`src/rtl/tii_pkg.sv`:
```
// ----------------------------------------------------------------------------
// tii_pkg
// Shared sizes, codes and types of the table inverse interpolator.
// ----------------------------------------------------------------------------
package tii_pkg;

    localparam int TABLE_DEPTH = 1024;
    localparam int DATA_WIDTH  = 32;
    localparam int IDX_W       = $clog2(TABLE_DEPTH);
    localparam int CNT_W       = $clog2(DATA_WIDTH);
    localparam int STAT_W      = 2;

    localparam logic [IDX_W-1:0] LAST_MAX   = IDX_W'(TABLE_DEPTH - 1);
    localparam logic [IDX_W-1:0] LAST_RESET = IDX_W'(TABLE_DEPTH - 1);

    localparam logic CMD_LOAD  = 1'b0;
    localparam logic CMD_QUERY = 1'b1;

    typedef enum logic [STAT_W-1:0] {
        CLAMP_INTERIOR = 2'd0,
        CLAMP_BELOW    = 2'd1,
        CLAMP_ABOVE    = 2'd2
    } t_clamp;

    typedef enum logic [2:0] {
        ST_IDLE,
        ST_CHK_FIRST,
        ST_CHK_LAST,
        ST_SEARCH,
        ST_RD_LO,
        ST_RD_HI,
        ST_DIV,
        ST_DONE
    } t_state;

endpackage

```
`src/rtl/tii_scaled_div.sv`:
```
// ----------------------------------------------------------------------------
// tii_scaled_div
// Bit-serial floor(a * d / b) for a < b, one bit of d per cycle.
// ----------------------------------------------------------------------------
module tii_scaled_div (
    input  logic                           i_clk,
    input  logic                           i_rst_n,
    input  logic                           i_start,
    input  logic [tii_pkg::DATA_WIDTH-1:0] i_a,
    input  logic [tii_pkg::DATA_WIDTH-1:0] i_d,
    input  logic [tii_pkg::DATA_WIDTH-1:0] i_b,
    output logic                           o_done,
    output logic [tii_pkg::DATA_WIDTH-1:0] o_quot
);

    localparam int DW = tii_pkg::DATA_WIDTH;

    logic                       r_busy;
    logic                       r_done;
    logic [tii_pkg::CNT_W-1:0]  r_cnt;
    logic [DW-1:0]              r_a;
    logic [DW-1:0]              r_b;
    logic [DW-1:0]              r_d;
    logic [DW-1:0]              r_rem;
    logic [DW-1:0]              r_quot;

    logic [DW+1:0]              w_t;
    logic [DW+1:0]              w_b1;
    logic [DW+1:0]              w_b2;
    logic                       w_ge1;
    logic                       w_ge2;
    logic [1:0]                 w_digit;
    logic [DW+1:0]              w_rem_n;

    // The partial remainder stays below b, so 2r + a stays below 3b and
    // each step yields a quotient digit of 0, 1 or 2.
    assign w_t   = {1'b0, r_rem, 1'b0} + (r_d[DW-1] ? {2'b00, r_a} : '0);
    assign w_b1  = {2'b00, r_b};
    assign w_b2  = {1'b0, r_b, 1'b0};
    assign w_ge1 = (w_t >= w_b1);
    assign w_ge2 = (w_t >= w_b2);

    always_comb begin
        if (w_ge2) begin
            w_digit = 2'd2;
            w_rem_n = w_t - w_b2;
        end else if (w_ge1) begin
            w_digit = 2'd1;
            w_rem_n = w_t - w_b1;
        end else begin
            w_digit = 2'd0;
            w_rem_n = w_t;
        end
    end

    always_ff @(posedge i_clk) begin
        if (!i_rst_n) begin
            r_busy <= 1'b0;
            r_done <= 1'b0;
        end else begin
            r_done <= r_busy && (r_cnt == '0);
            if (i_start) begin
                r_busy <= 1'b1;
            end else if (r_busy && (r_cnt == '0)) begin
                r_busy <= 1'b0;
            end
        end
    end

    always_ff @(posedge i_clk) begin
        if (i_start) begin
            r_cnt  <= tii_pkg::CNT_W'(DW - 1);
            r_a    <= i_a;
            r_b    <= i_b;
            r_d    <= i_d;
            r_rem  <= '0;
            r_quot <= '0;
        end else if (r_busy) begin
            r_cnt  <= r_cnt - 1'b1;
            r_d    <= {r_d[DW-2:0], 1'b0};
            r_rem  <= w_rem_n[DW-1:0];
            r_quot <= {r_quot[DW-2:0], 1'b0} + DW'(w_digit);
        end
    end

    assign o_done = r_done;
    assign o_quot = r_quot;

endmodule

```
`config.mk`:
```
export PLATFORM = sky130hd
export DESIGN_NAME = tii_scaled_div
export DESIGN_NICKNAME = d
export VERILOG_FILES = /design/src/rtl/tii_pkg.sv /design/src/rtl/tii_scaled_div.sv
export SDC_FILE = /design/constraint.sdc
export NUM_CORES = 1
export LEC_CHECK = 0
export ABC_AREA = 0
export BUFFER_PORTS_ARGS = -buffer_cell sky130_fd_sc_hd__clkbuf_2
export CAP_MARGIN = 30
export CORE_MARGIN = 5
export CORE_UTILIZATION = 55
export DETAILED_ROUTE_END_ITERATION = 6
export PLACE_DENSITY = 0.76
export SYNTH_ARGS = -nofsm -noshare
export SYNTH_HDL_FRONTEND = slang
export SYNTH_SLANG_ARGS = --single-unit
```
`constraint.sdc`:
```
create_clock -name i_clk -period 6.7 [get_ports i_clk]
set_input_delay 1.005 -clock i_clk [delete_from_list [all_inputs] [get_ports i_clk]]
set_output_delay 1.005 -clock i_clk [all_outputs]
set_load 0.05 [all_outputs]
```
==> metrics.cfg, run 1 <==
[min_path]
hold_path.class=reg -> reg

[timing]
finalClockSkew_ns=0.0146
final_max_slew_viol_count=0
worst_pin_slew_ns=0.843
setup_slack_ns=0.324
setup_violations=0
fmax_mhz=157
period_share=0.952
period_minus_slack_ns=6.38
fin_tns_setup_ns=0
hold_viol_final=0
slew_headroom=0.438

[clock_network]
clkTransAtPathRegs_ns=0.08
ctsHtreeMaxLevel=4
cts_tree=built
root_buffer=clkbuf_16
worstSkewPairLatency_ns=0.44
cts_num_sinks=167
clockBufferDepth=2
hold_buffers=0
cts-buffers-inserted=17

[worst_setup_path]
start_kind=flip-flop
cp.arrival_ns=6.73
crit_required_ns=7.06
regToRegSetupSlack_ns=0.32
end_kind=flip-flop
cp_max_fo=8
crit_type=reg -> reg
r2r_end=o_quot[29]
startpoint=r_d[31]
regToRegStartpoint=r_d[31]
ff2ff_path_depth=27
endpoint=o_quot[29]

[pwr]
power_density_nw_per_um2=463
ir_drop_mv=0.237
power_w=0.00630
leakagePower_nw=5.78

[logic_synthesis]
ys_types=78
synthArstFlopShare=0
seq_area_frac_synth=0.363
synth_area_sq_um=11900
ys_ff_latch=167
avgSynthCellArea_sq_um=9.32
netlist_instances=1274
yosysWarnings=0
synth-edff-count=96
synth-main-ff-cell=edfxtp_1
synth_nets=1474

[die]
initial_core_util=0.561
row_count=53
die_h_um=157
core_sq_um=21200
die_area_sq_um=24600
die_w_um=157
ioPinCount=132

[layout]
final_area_sq_um=13600
n_antenna_cell=0
syn2layout_area_growth_pct=14.5
layout.nets=1602
fillers=1807
drive_above_1_share=0.182
multi_input_area_sq_um=7190
ff_latch_area_sq_um=4310
instances_no_fill=1690

[detailed_routing]
firstDrtPassIters=5
first_iter_violations=684
viasPerCell=5.97
drt-total-wl_um=31600
drc=0
dr_total_vias=10100
wl_per_cell_um=18.7
ant_nets=0

[outcome]
status=finished clean

[place]
globalplace.congestion=0.967
placed_cell_area_sq_um=12900
port_buffers=131
post-place-ws_ns=0.0871
dp.cells=1654
dp_hpwl_um=23900

[flow_run]
max_cap_violations=0

[global_route]
grt_pass1_wl_um=50100
grt_max_degree=74
grt_pass1_vias=9900
grt_overflow=0
gr-usage-all-layers=0.254
antenna_found_initial=0

## stage by stage
stage	hold slack, ns	util
after floorplan	0.448	-
after global placement	0.463	0.606
after detailed placement	0.466	0.608
after CTS	0.486	0.637
after global routing	0.489	0.643
final	0.485	0.643
## where the power goes
part,internal [W],switching (W),total [W]
clock,0.000520,0.000531,0.00105
sequential,0.00124,0.000100,0.00134
combinational,0.00158,0.00233,0.00391
## cell type report
cell class                      count  share of cell area
Tap cell                          275              0.0253
Sequential cell                   167               0.317
Inverter                           64              0.0177
Multi-Input combinational cell    994               0.529
Clock inverter                     15              0.0150
Clock buffer                       17              0.0313
Timing Repair Buffer              158              0.0651
## what timing repair did
item,CTS,global route
gates resized for setup,0,17
setup buffers,0,4
endpoints found under the setup margin,0,21
## placed cells by master, fill, tap and decap left out, types with 6 or more instances in the layout
master	n
inv_1	63
nor3_1	18
nand2b_1	14
or3_1	7
and2_1	37
xor2_1	49
nand2_1	89
a31oi_1	16
nand4_1	20
o21a_1	13
edfxtp_1	96
dfxtp_1	70
xnor2_1	63
ha_1	96
mux2_2	34
a21o_1	40
buf_4	26
o21ai_0	49
clkbuf_2	130
clkbuf_16	17
nor2_1	105
a221oi_1	6
a211oi_1	37
and3_1	9
and4_1	7
nor2b_1	11
a311oi_1	11
nand3_1	31
mux2i_1	11
o21bai_1	12
a21oi_1	94
mux2_1	6
o211ai_1	16
## worst max-delay path: stages, from the launching register on
cell and delay, ns:
edfxtp_1 0.51, and2_1 0.19, ha_1 0.23, fa_1 0.44, a211oi_1 0.24, nor2_1 0.13
o21ai_0 0.28, o21ai_0 0.19, a31oi_1 0.21, nor2b_1 0.18, xnor2_1 0.14, ha_1 0.46
nand2_1 0.11, nor3_1 0.33, o221ai_1 0.28, a31oi_2 0.30, a41oi_1 0.19, o211a_1 0.29
inv_2 0.08, ha_1 0.17, ha_1 0.21, nand2_1 0.14, nor3_4 0.20, nand2_1 0.13
nor2_1 0.17, nand3_1 0.11, xor2_1 0.16, a211oi_1 0.21
## routing by layer
| metal | global-route usage | wire (um) |
|---|---|---|
| met1 | 0.322 | 13300 |
| met2 | 0.440 | 15500 |
| met3 | 0.0344 | 1650 |
| met4 | 0.102 | 1170 |
| met5 | 0 | 0 |
## worst min path at each step
stage / startpoint / end / cells past startpoint / slack [ns]
finish: r_rem[28] / r_rem[28] / 1 / 0.48
global route: r_rem[28] / r_rem[28] / 1 / 0.49
CTS: r_rem[28] / r_rem[28] / 1 / 0.49
floorplan: r_rem[28] / r_rem[28] / 1 / 0.45
detailed placement: r_rem[28] / r_rem[28] / 1 / 0.47
global placement: r_rem[28] / r_rem[28] / 1 / 0.46
## kinds of logic (layout without fill, tap and decap cells)
group	Yosys count	count (layout)	share of synthesized area
compound gates	362	362	0.211
xor+xnor	112	112	0.0826
fa+ha+maj	101	101	0.108
buf+inv	113	254	0.0385
flops	167	167	0.363
mux	51	51	0.0472
simple gates	368	368	0.150
## registers in the layout (all words and copies together) (netlist names)
signal and cells:
o_done 1, r_b 32, r_cnt 5, r_d 32
r_busy 1, o_quot 32, r_rem 32, r_a 32
## cells in the mapped netlist, types with 5 or more instances
cell type    n  area, sq um
xor2_1      49          429
nand3_1     31          155
a211oi_1    37          278
a31oi_1     17          106
nor2b_1     11         68.8
o2111ai_1    5         43.8
mux2_2      34          383
buf_2       10         50.1
buf_1        6         22.5
and4_1       7         61.3
and3_1       9         56.3
mux2i_1     11          110
edfxtp_1    96         2880
o21ai_0     49          245
a21o_1      40          300
or3_1        7         43.8
mux2_1       6         67.6
clkbuf_1    30          113
nand4_1     20          125
a21oi_1     97          485
o21a_1      13         97.6
o21bai_1    12         90.1
dfxtp_1     71         1420
a311oi_1    11         96.3
and2_1      37          231
nand2b_1    14         87.6
ha_1        98         1230
xnor2_1     63          552
inv_1       63          236
nor2_1     105          394
nand2_1     90          338
a221oi_1     6         52.6
o221ai_1     5         43.8
o211ai_1    16          120
nor3_1      22          110
(Power assumes the default switching activity.)
==> run 2, diff against run 1 <==
CELL_PAD_IN_SITES_DETAIL_PLACEMENT = 1   (was default)
CELL_PAD_IN_SITES_GLOBAL_PLACEMENT = 2   (was default)
CORE_UTILIZATION = 38   (was 55)
PLACE_DENSITY = default   (was 0.76)
PLACE_DENSITY_LB_ADDON = 0.1   (was default)
==> metrics.cfg, run 2 (synthesis results as in run 1) <==
[clock_network]
cts_num_sinks=167  ; unchanged
hold_buffers=0  ; unchanged
clkTransAtPathRegs_ns=0.07  ; about the same
cts_tree=built
clockBufferDepth=2  ; unchanged
root_buffer=clkbuf_16
cts-buffers-inserted=17  ; unchanged
ctsHtreeMaxLevel=4  ; unchanged
worstSkewPairLatency_ns=0.44  ; about the same

[timing]
slew_headroom=0.460  ; +0.0226
setup_violations=0  ; unchanged
hold_viol_final=0  ; unchanged
period_share=0.925  ; -0.0269
rsz0062_at_grt=false
finalClockSkew_ns=0.0124  ; -0.00219 ns
fmax_mhz=161  ; +2.9%
worst_pin_slew_ns=0.789  ; -0.0543 ns
period_minus_slack_ns=6.20  ; -0.180 ns
final_max_slew_viol_count=0  ; unchanged
holdWs_ns=0.489  ; +0.00360 ns
fin_tns_setup_ns=0  ; unchanged

[worst_setup_path]
end_kind=flip-flop
critPathSlowestCell=edfxtp_1
slowest_delay_ns=0.47  ; -0.04 ns
crit_required_ns=7.06  ; about the same
path_common_cell=ha_1
start_kind=flip-flop
cp_max_fo=9  ; +1
crit_type=reg -> reg
cp.arrival_ns=6.55  ; -0.18 ns

[die]
die_w_um=187  ; +19%
initial_core_util=0.386  ; -0.175
row_count=64  ; +21%
die_area_sq_um=34900  ; +42%
core_sq_um=30700  ; +45%
die_h_um=187  ; +19%
ioPinCount=132  ; unchanged

[global_route]
antenna_found_initial=1  ; +1
gr-usage-all-layers=0.206  ; -0.0485
grt_overflow=0  ; unchanged
grt_pass1_wl_um=57600  ; +15%
grt_max_degree=76  ; +2.7%
grt_pass1_vias=10300  ; +4.4%

[pwr]
leakagePower_nw=5.72  ; -1.1%
ir_drop_mv=0.228  ; -3.7%
power_w=0.00629  ; -0.15%
power_density_nw_per_um2=460  ; -0.75%

[layout]
final_common_cell=clkbuf_2
mostFrequentLayoutCells=clkbuf_2 (130), nor2_1 (105), edfxtp_1 (96), a21oi_1 (94), ha_1 (94)
layout.nets=1599  ; -0.19%
final_core_util=0.445  ; -0.198
n_antenna_cell=0  ; unchanged
syn2layout_area_growth_pct=15.2
drive_above_1_share=0.181  ; -0.000322

[detailed_routing]
ant_nets=0  ; unchanged
wl_per_cell_um=20.0  ; +7.0%
dr_total_vias=10100  ; -0.35%
drt-total-wl_um=36200  ; +14%
drc=0  ; unchanged
first_iter_violations=498  ; -27%
firstDrtPassIters=6  ; +1
viasPerCell=5.56  ; -6.9%

[place]
port_buffers=131  ; unchanged
dp_hpwl_um=27900  ; +17%
globalplace.congestion=0.879  ; -9.0%

[min_path]
hold_path.class=reg -> reg

[flow_run]
max_cap_violations=0  ; unchanged

[outcome]
status=finished clean

run 2: changes by cell type in the layout (fill, tap and decap cells not counted), sizes merged:
| cell | previous run | this run |
|---|---|---|
| clkinv | 6 | 2 |
| buf | 28 | 25 |
| clkbuf | 147 | 150 |
| bufinv | 0 | 2 |
| inv | 73 | 71 |
| clkinvlp | 0 | 1 |
run 2: layer usage:
metal,up-vias,track usage,routed length (um)
met1,4924,0.272,16900
met4,2,0.0395,397
li1,4970,-,-
met3,24,0.0344,1010
met2,133,0.359,17900
met5,-,0,13
run 2: final cells by class:
type	count	area, sq um
fillers	3574	17100
multi-input cells	994	7220
flip-flops and latches	167	4310
repair buffers	155	842
well taps	396	495
clock buffers	20	437
inverters	64	240
clock inverters	12	140
run 2: timing repair:
item / 4_1_cts / 5_1_grt
gates resized for setup: 0 / 22
setup buffers: 0 / 4
endpoints found under the setup margin: 0 / 46
run 2: critical path, delay by kind of cell (launching register included):
kind                       cells  cell delay, ns
and+or+nand+nor               12            2.44
AOI/OAI and AO/OA              8            1.30
adders and majority gates      4            1.14
DFF                            1            0.47
buffers and inverters          3            0.45
xor gates and xnor gates       2            0.34
run 2: final timing paths:
check	slack (ns)	cells past startpoint	start	endpoint
worst max register to register	0.50	29	r_d[31]	o_quot[29]
worst max-delay path	0.50	29	r_d[31]	o_quot[29]
worst min-delay path	0.49	1	r_rem[28]	r_rem[28]
worst min register to register	0.49	1	r_rem[28]	r_rem[28]
run 2: through the flow:
step	setup slack [ns]	instances	area (sq um)
after floorplan	0.561	1274	11900
after global placement	0.0675	1772	13000
after detailed placement	0.0635	1772	13000
after CTS	0.0521	1804	13500
after global routing	0.00576	1808	13700
final	0.504	1808	13700
run 2: power breakdown:
part	internal, W	switching (W)	leakage, nW	total, W
Clock	0.000557	0.000447	0.280	0.00100
Sequential	0.00124	0.000108	1.53	0.00135
Combinational	0.00156	0.00238	3.90	0.00394
Total	0.00335	0.00294	5.72	0.00629
